==> src/rtl/core/ihss_pkg.sv <==
// shared codes, types and byte-walk step for the image header size sniffer
package ihss_pkg;

  localparam int ByteW = 8;
  localparam int DimW  = 16;
  localparam int KindW = 2;
  localparam int PhaseW = 4;
  localparam int IdxW  = 4;

  // result kinds
  localparam logic [KindW-1:0] KIND_NONE = 2'd0;
  localparam logic [KindW-1:0] KIND_GIF  = 2'd1;
  localparam logic [KindW-1:0] KIND_JPEG = 2'd2;

  // parser phases
  localparam logic [PhaseW-1:0] PH_HEAD = 4'd0;
  localparam logic [PhaseW-1:0] PH_SKIP = 4'd1;
  localparam logic [PhaseW-1:0] PH_MARK = 4'd2;
  localparam logic [PhaseW-1:0] PH_LHI  = 4'd3;
  localparam logic [PhaseW-1:0] PH_LLO  = 4'd4;
  localparam logic [PhaseW-1:0] PH_PREC = 4'd5;
  localparam logic [PhaseW-1:0] PH_HHI  = 4'd6;
  localparam logic [PhaseW-1:0] PH_HLO  = 4'd7;
  localparam logic [PhaseW-1:0] PH_WHI  = 4'd8;
  localparam logic [PhaseW-1:0] PH_WLO  = 4'd9;
  localparam logic [PhaseW-1:0] PH_DONE = 4'd10;

  // header layout
  localparam logic [IdxW-1:0] IDX_GIF_END = 4'd2;
  localparam logic [IdxW-1:0] IDX_LAST    = 4'd9;
  localparam int              HdrKeep     = 9;

  // start-of-frame marker codes
  localparam logic [ByteW-1:0] SOF0 = 8'hC0;
  localparam logic [ByteW-1:0] SOF1 = 8'hC1;
  localparam logic [ByteW-1:0] SOF9 = 8'hC9;

  localparam logic [DimW-1:0] MIN_SEG_LEN = 16'd2;

  typedef struct packed {
    logic [PhaseW-1:0] phase;
    logic [ByteW-1:0]  marker;
    logic [DimW-1:0]   seglen;
    logic [DimW-1:0]   skip;
    logic [DimW-1:0]   height;
    logic [DimW-1:0]   width;
    logic              fire;
    logic [KindW-1:0]  kind;
  } walk_t;

  function automatic logic [ByteW-1:0] upcase(input logic [ByteW-1:0] b);
    logic [ByteW-1:0] r;
    r = b;
    if (b >= "a" && b <= "z") r = b - 8'd32;
    return r;
  endfunction

  // one byte through the marker walker; a finished walk parks in PH_DONE
  function automatic walk_t walk_step(input walk_t s, input logic [ByteW-1:0] b);
    walk_t r;
    r      = s;
    r.fire = 1'b0;
    r.kind = KIND_NONE;
    case (s.phase)
      PH_SKIP: begin
        r.skip = s.skip - 16'd1;
        if (r.skip == '0) r.phase = PH_MARK;
      end
      PH_MARK: begin
        r.marker = b;
        r.phase  = PH_LHI;
      end
      PH_LHI: begin
        r.seglen = {b, 8'h00};
        r.phase  = PH_LLO;
      end
      PH_LLO: begin
        r.seglen = {s.seglen[15:8], b};
        if (s.marker inside {SOF0, SOF1, SOF9}) begin
          r.phase = PH_PREC;
        end else if (r.seglen < MIN_SEG_LEN) begin
          r.fire  = 1'b1;
          r.phase = PH_DONE;
        end else begin
          r.skip  = r.seglen - 16'd1;
          r.phase = PH_SKIP;
        end
      end
      PH_PREC: r.phase = PH_HHI;
      PH_HHI: begin
        r.height = {b, 8'h00};
        r.phase  = PH_HLO;
      end
      PH_HLO: begin
        r.height = {s.height[15:8], b};
        r.phase  = PH_WHI;
      end
      PH_WHI: begin
        r.width = {b, 8'h00};
        r.phase = PH_WLO;
      end
      PH_WLO: begin
        r.width = {s.width[15:8], b};
        r.fire  = 1'b1;
        r.kind  = KIND_JPEG;
        r.phase = PH_DONE;
      end
      default: ;
    endcase
    return r;
  endfunction

endpackage

==> src/rtl/core/image_header_size_sniffer.sv <==
// top level: gif / jfif header dimension sniffer over a byte stream
//
//  channel | dir | handshake           | word
//  --------+-----+---------------------+---------------------------
//  in      | in  | in_valid / in_stall | in_byte, last_byte
//  out     | out | out_valid/ out_stall| kind, width, height
//
// one byte is taken per cycle while in_stall is low; the result of a file leaves in the cycle
// after the byte that settles it, through a single output register
// a file's tenth byte runs up to four bytes of the marker walker at once
// rst (synchronous) returns the parser to the start of a new file
// in_stall is high only while a result sits in the output register and
// the sink stalls it; every accepted last_byte returns the parser to its start state
module image_header_size_sniffer (
  input  logic                        clk,
  input  logic                        rst,
  input  logic                        in_valid,
  output logic                        in_stall,
  input  logic [ihss_pkg::ByteW-1:0]  in_byte,
  input  logic                        last_byte,
  output logic                        out_valid,
  input  logic                        out_stall,
  output logic [ihss_pkg::KindW-1:0]  kind,
  output logic [ihss_pkg::DimW-1:0]   width,
  output logic [ihss_pkg::DimW-1:0]   height
);
  import ihss_pkg::*;

  // parser state
  logic [PhaseW-1:0] phase, phase_next;
  logic [IdxW-1:0]   header_index, header_index_next;
  logic              gif_match, gif_match_next;
  logic [ByteW-1:0]  marker, marker_next;
  logic [DimW-1:0]   segment_length, segment_length_next;
  logic [DimW-1:0]   skip_count, skip_count_next;
  logic [DimW-1:0]   width_acc, width_acc_next;
  logic [DimW-1:0]   height_acc, height_acc_next;
  logic [ByteW-1:0]  hdr [HdrKeep];

  logic              in_take;
  logic              fire;
  logic [KindW-1:0]  fire_kind;
  logic [DimW-1:0]   fire_width, fire_height;
  logic              res;
  logic              jfif_match;
  logic [DimW-1:0]   app0_len;
  walk_t             cur, w0, w1, w2, w3, walked, stepped;

  // room in the output register, or it empties this cycle
  assign in_stall = out_valid && out_stall;
  assign in_take  = in_valid && !in_stall;

  assign jfif_match = (upcase(hdr[6]) == "J") && (upcase(hdr[7]) == "F") &&
                      (upcase(hdr[8]) == "I") && (upcase(in_byte) == "F");
  assign app0_len   = {hdr[4], hdr[5]};

  always_comb begin
    cur.phase  = phase;
    cur.marker = marker;
    cur.seglen = segment_length;
    cur.skip   = skip_count;
    cur.height = height_acc;
    cur.width  = width_acc;
    cur.fire   = 1'b0;
    cur.kind   = KIND_NONE;
  end

  // header expansion: walker starts in skip with app0 length - 1, then
  // consumes header bytes 6..9 (byte 9 is the one arriving now)
  always_comb begin
    w0        = cur;
    w0.phase  = PH_SKIP;
    w0.seglen = app0_len;
    w0.skip   = app0_len - 16'd1;
    w1        = walk_step(w0, hdr[6]);
    w2        = walk_step(w1, hdr[7]);
    w3        = walk_step(w2, hdr[8]);
    walked    = walk_step(w3, in_byte);
  end

  // one walker step for bytes past the header
  assign stepped = walk_step(cur, in_byte);

  always_comb begin
    phase_next          = phase;
    header_index_next   = header_index;
    gif_match_next      = gif_match;
    marker_next         = marker;
    segment_length_next = segment_length;
    skip_count_next     = skip_count;
    width_acc_next      = width_acc;
    height_acc_next     = height_acc;
    fire                = 1'b0;
    fire_kind           = KIND_NONE;
    fire_width          = width_acc;
    fire_height         = height_acc;

    if (phase == PH_HEAD) begin
      if (header_index == IDX_GIF_END) begin
        gif_match_next = (upcase(hdr[0]) == "G") && (upcase(hdr[1]) == "I") &&
                         (upcase(in_byte) == "F");
      end
      if (header_index >= IDX_LAST) begin
        if (gif_match) begin
          // little-endian dimensions straight from the header
          fire           = 1'b1;
          fire_kind      = KIND_GIF;
          fire_width     = {hdr[7], hdr[6]};
          fire_height    = {in_byte, hdr[8]};
          width_acc_next = fire_width;
          height_acc_next = fire_height;
        end else if (jfif_match) begin
          segment_length_next = app0_len;
          if (app0_len < MIN_SEG_LEN) begin
            fire = 1'b1;
          end else begin
            phase_next          = walked.phase;
            marker_next         = walked.marker;
            segment_length_next = walked.seglen;
            skip_count_next     = walked.skip;
            width_acc_next      = walked.width;
            height_acc_next     = walked.height;
            fire                = walked.fire;
            fire_kind           = walked.kind;
            fire_width          = walked.width;
            fire_height         = walked.height;
          end
        end else begin
          fire = 1'b1;
        end
      end else begin
        header_index_next = header_index + 4'd1;
      end
    end else if (phase != PH_DONE) begin
      phase_next          = stepped.phase;
      marker_next         = stepped.marker;
      segment_length_next = stepped.seglen;
      skip_count_next     = stepped.skip;
      width_acc_next      = stepped.width;
      height_acc_next     = stepped.height;
      fire                = stepped.fire;
      fire_kind           = stepped.kind;
      fire_width          = stepped.width;
      fire_height         = stepped.height;
    end

    if (fire) phase_next = PH_DONE;

    // end of file returns everything to the start state
    if (last_byte) begin
      phase_next          = PH_HEAD;
      header_index_next   = '0;
      gif_match_next      = 1'b0;
      marker_next         = '0;
      segment_length_next = '0;
      skip_count_next     = '0;
      width_acc_next      = '0;
      height_acc_next     = '0;
    end
  end

  // a result leaves on a settled file, or on an early end with none yet
  assign res = fire || (last_byte && (phase != PH_DONE));

  always_ff @(posedge clk) begin
    if (rst) begin
      phase          <= PH_HEAD;
      header_index   <= '0;
      gif_match      <= 1'b0;
      marker         <= '0;
      segment_length <= '0;
      skip_count     <= '0;
      width_acc      <= '0;
      height_acc     <= '0;
    end else if (in_take) begin
      phase          <= phase_next;
      header_index   <= header_index_next;
      gif_match      <= gif_match_next;
      marker         <= marker_next;
      segment_length <= segment_length_next;
      skip_count     <= skip_count_next;
      width_acc      <= width_acc_next;
      height_acc     <= height_acc_next;
    end
  end

  // header byte store, bytes 0..8 (byte 9 is used as it arrives)
  always_ff @(posedge clk) begin
    if (in_take && (phase == PH_HEAD) && (header_index < IDX_LAST)) begin
      hdr[header_index] <= in_byte;
    end
  end

  // output register
  always_ff @(posedge clk) begin
    if (rst) begin
      out_valid <= 1'b0;
    end else if (in_take && res) begin
      out_valid <= 1'b1;
    end else if (!out_stall) begin
      out_valid <= 1'b0;
    end
  end

  always_ff @(posedge clk) begin
    if (in_take && res) begin
      kind   <= fire ? fire_kind : KIND_NONE;
      width  <= (fire && (fire_kind != KIND_NONE)) ? fire_width : '0;
      height <= (fire && (fire_kind != KIND_NONE)) ? fire_height : '0;
    end
  end

  a_kind_legal: assert property (@(posedge clk) disable iff (rst)
    out_valid |-> (kind == KIND_NONE || kind == KIND_GIF || kind == KIND_JPEG))
    else $error("illegal result kind");

  a_none_zero: assert property (@(posedge clk) disable iff (rst)
    (out_valid && kind == KIND_NONE) |-> (width == '0 && height == '0))
    else $error("unknown result with nonzero dimensions");

  a_hdr_idx: assert property (@(posedge clk) disable iff (rst)
    (phase != PH_HEAD) |-> (header_index == IDX_LAST))
    else $error("left header phase before the tenth byte");

  a_stall_full: assert property (@(posedge clk) disable iff (rst)
    in_stall |-> out_valid)
    else $error("input stalled with empty output register");

  a_file_restart: assert property (@(posedge clk) disable iff (rst)
    (in_take && last_byte) |=> (phase == PH_HEAD && header_index == '0))
    else $error("parser not restarted after last byte");

endmodule

==> config.mk <==
export PLATFORM = sky130hd
export DESIGN_NAME = image_header_size_sniffer
export DESIGN_NICKNAME = d
export VERILOG_FILES = /design/src/rtl/core/ihss_pkg.sv /design/src/rtl/core/image_header_size_sniffer.sv
export SDC_FILE = /design/constraint.sdc
export NUM_CORES = 1
export LEC_CHECK = 0
export ABC_AREA = 1
export ABC_CLOCK_PERIOD_IN_PS = 7500
export BUFFER_PORTS_ARGS = -buffer_cell sky130_fd_sc_hd__buf_2
export CORE_MARGIN = 10
export CORE_UTILIZATION = 55
export DETAILED_ROUTE_END_ITERATION = 10
export GPL_ROUTABILITY_DRIVEN = 0
export PLACE_DENSITY = 0.77
export SYNTH_ARGS = -nofsm -noshare
export SYNTH_HDL_FRONTEND = slang
export SYNTH_SLANG_ARGS = --single-unit
==> constraint.sdc <==
create_clock -name clk -period 7.5 [get_ports clk]
set_input_delay 1.5 -clock clk [delete_from_list [all_inputs] [get_ports clk]]
set_output_delay 1.5 -clock clk [all_outputs]
set_load 0.02 [all_outputs]
==> flow_metrics.tcl <==
set metrics [dict create \
    cp_cell_sequence "inv_2 > ha_1 > nand2_1 > nor2_2 > nand3_1 > nand2_2 > inv_2 > nand2_4 > nor2_8 > nand2_1 > clkinv_1 > a21oi_1 > inv_1 > nor2_1 > inv_1 > nor4_1 > nand2_1 > nand2_1 > nor2_2 > inv_2 > o21ai_0 > o21ai_1 > a21oi_1" \
    cts_setup_buffers 0 \
    hold_viol 0 \
    status "finished clean" \
    fin_tns_setup_ns 0 \
    critPathArrivalTime_ns 5.23 \
    cts_tree "yes" \
    worstMarginPinSlew_ns 1.201 \
    cts_root_buf "clkbuf_16" \
    max_stage_delay_ns 0.50 \
    synth-async-reset-ratio 0 \
    htreeDepth 4 \
    cts_num_sinks 164 \
    path_max_fanout 12 \
    drc 0 \
    antenna_left 0 \
    cts_resized 0 \
    switchingPower_uw 915.2 \
    grt_antenna_before_repair 0 \
    grt_max_degree 54 \
    max_freq_ghz 0.2033 \
    die_y_um 164.6 \
    die_x_um 164.6 \
    grt-ovfl-total 0 \
    synth_area_leaders "edfxtp_1, dfxtp_1, nand2_1" \
    clock_power_share 0.338 \
    met2_usage 0.3555 \
    coreArea_mm2 0.02043 \
    grt_pass1_wl_um 53300 \
    synth-seq-cells 164 \
    syn_to_final_growth_pct 9.416 \
    pwr-share-seq 0.403 \
    clkTransAtPathRegs_ns 0.07 \
    maxCapViolCount 0 \
    finalCritPeriodShare 0.6557 \
    rsz0062_at_grt "no" \
    firstDrtPassIters 6 \
    rows 52 \
    peakVddDrop_v 0.0001929 \
    start_util 0.5626 \
    port_buffers 48 \
    syn-num-nets 1672 \
    p_per_area_mw_per_mm2 209.7 \
    netlist_area_mm2 0.01149 \
    drt_iter0_drc 1544 \
    worstSetupPathType "reg -> reg" \
    yosysSeqAreaShare 0.3640 \
    routed-via-count 11430 \
    final_nets 1707 \
    swShare 0.3471 \
    grt_pass1_vias 10260 \
    relSlewSlack 0.1790 \
    required_ns 7.82 \
    synthDistinctLibCells 49 \
    power_leakage_uw 0.005228 \
    top_usage_layer "met2" \
    yosysTopAreaCell "edfxtp_1" \
    synth_area_per_cell_um2 7.030 \
    yosys_warnings 0 \
    grt_use_met1 0.3470 \
    slowest_stage "clkinv_1" \
    cp-start-kind "flip-flop" \
    cpMostUsedCell "nand2_1" \
    fin_skew_ns 0.01185 \
    met3_usage 0.04531 \
    dieArea_mm2 0.02708 \
    power_frac_comb 0.259 \
    top_level_ports 49 \
    track_usage 0.2426 \
    syn_inst 1635 \
    period_needed_ns 4.918 \
    route.detailed.wl_per_inst_um 17.03 \
    fin_hold_ws_ns 0.4672 \
    clkLatencyLatePin_ns 0.44 \
    yosysTopAreaCellShare 0.2351 \
    setup_viol 0 \
    slew_viol_final 0 \
    hold_buffers 0 \
    final_cell_mix "nand2_1, inv_1, nor2_1" \
    clock_path_buffers 2 \
    synth_ff_type "edfxtp_1" \
    cts-buffers-inserted 17 \
    hold_path_class "reg -> reg" \
    n_antenna_cell 0 \
    via_per_inst 5.851 \
    crit_path_end_kind "flip-flop" \
    drt_wl_total_um 33260 \
    layout_commonest_cell "nand2_1" \
    internal-power_uw 1721 \
    drive_gt1_frac 0.1230 \
    dpl.hpwl_um 24640 \
    synth_edf_count 90 \
]
-- cells by family (layout without fill, tap and decap cells) --
logic type / after synthesis / count (layout) / synth area share
compound gates: 321 / 321 / 0.1644
xor+xnor: 31 / 31 / 0.02362
fa+ha+maj: 24 / 24 / 0.02613
buf+inv: 296 / 344 / 0.09895
flops: 164 / 164 / 0.3640
simple gates: 799 / 799 / 0.3229
-- synth_stat cells (3+ instances only) --
cell type    n
a2111oi_0    3
a21oi_1    123
a221oi_1     9
a31oi_1     13
buf_2        3
buf_6        3
clkbuf_1    37
clkinv_1     9
dfxtp_1     74
edfxtp_1    90
ha_1        24
inv_1      224
inv_2       20
nand2_1    372
nand2_2     28
nand2_4     10
nand3_1     80
nand3_2     11
nand3b_1     6
nand4_1     37
nor2_1     183
nor2_2      22
nor2_4      10
nor2_8       5
nor3_1      21
nor4_1       8
o211ai_1    17
o21ai_0     73
o21ai_1     18
o21ai_2      5
o221ai_1    22
o22ai_1     21
xnor2_1     10
xor2_1      21
-- final cells by class --
type                       instances  area, um2
timing repair buffer              59      322.8
clock inverter                    14      163.9
tap                              270      337.8
fill                            1834       7854
clock buffer                      18      429.2
sequential                       164       4184
inverter                         253      949.7
multi-input combinational       1175       6188
-- sequential cells by signal, indices dropped and copies added, names as in the netlist --
name,flops
header_index,4
skip_count,16
hdr,56
marker,8
kind,2
width_acc,16
out_valid,1
width,16
height,16
phase,4
segment_length,8
gif_match,1
height_acc,16
-- worst max-delay path: cells and delay by family (launching register included) --
kind / cells / cell delay (ns)
buffers and inverters: 6 / 1.21
AO/OA/AOI/OAI: 4 / 0.83
adder cells (fa/ha/maj): 1 / 0.25
flip-flops: 1 / 0.49
AND/OR/NAND/NOR: 12 / 2.00
-- through the flow --
step	total power (uW)	setup WS, ns	cell area, um2	util	std cells
after CTS	2613	2.774	12580	0.6156	1953
final	2637	2.582	12580	0.6156	1953
after global placement	1731	2.779	11980	0.5865	1921
after detailed placement	1739	2.584	11980	0.5865	1921
after floorplan	1547	2.517	11490	-	1635
after global routing	2751	2.230	12580	0.6156	1953
-- power groups by stage --
stage	Combinational [uW]	Clock, uW	Sequential, uW
after global routing	753	928	1070
after floorplan	451	0	1100
after detailed placement	659	0	1080
after CTS	665	887	1060
final	682	892	1060
after global placement	653	0	1080
-- final timing paths --
check	from	to	slack, ns	depth (start not counted)
worst max-delay path	hdr[5][1]	skip_count[0]	2.58	23
worst min-delay path	width_acc[4]	width_acc[4]	0.47	2
worst max register to register	hdr[5][1]	skip_count[0]	2.58	23
worst min register to register	width_acc[4]	width_acc[4]	0.47	2
-- metal layers --
metal | share of wire | wire length [um]
met5 | 0 | 0
met4 | 0.033 | 1094
met3 | 0.10 | 3321
met2 | 0.43 | 14170
met1 | 0.44 | 14680
No activity file was read; power rests on OpenSTA's default activity.
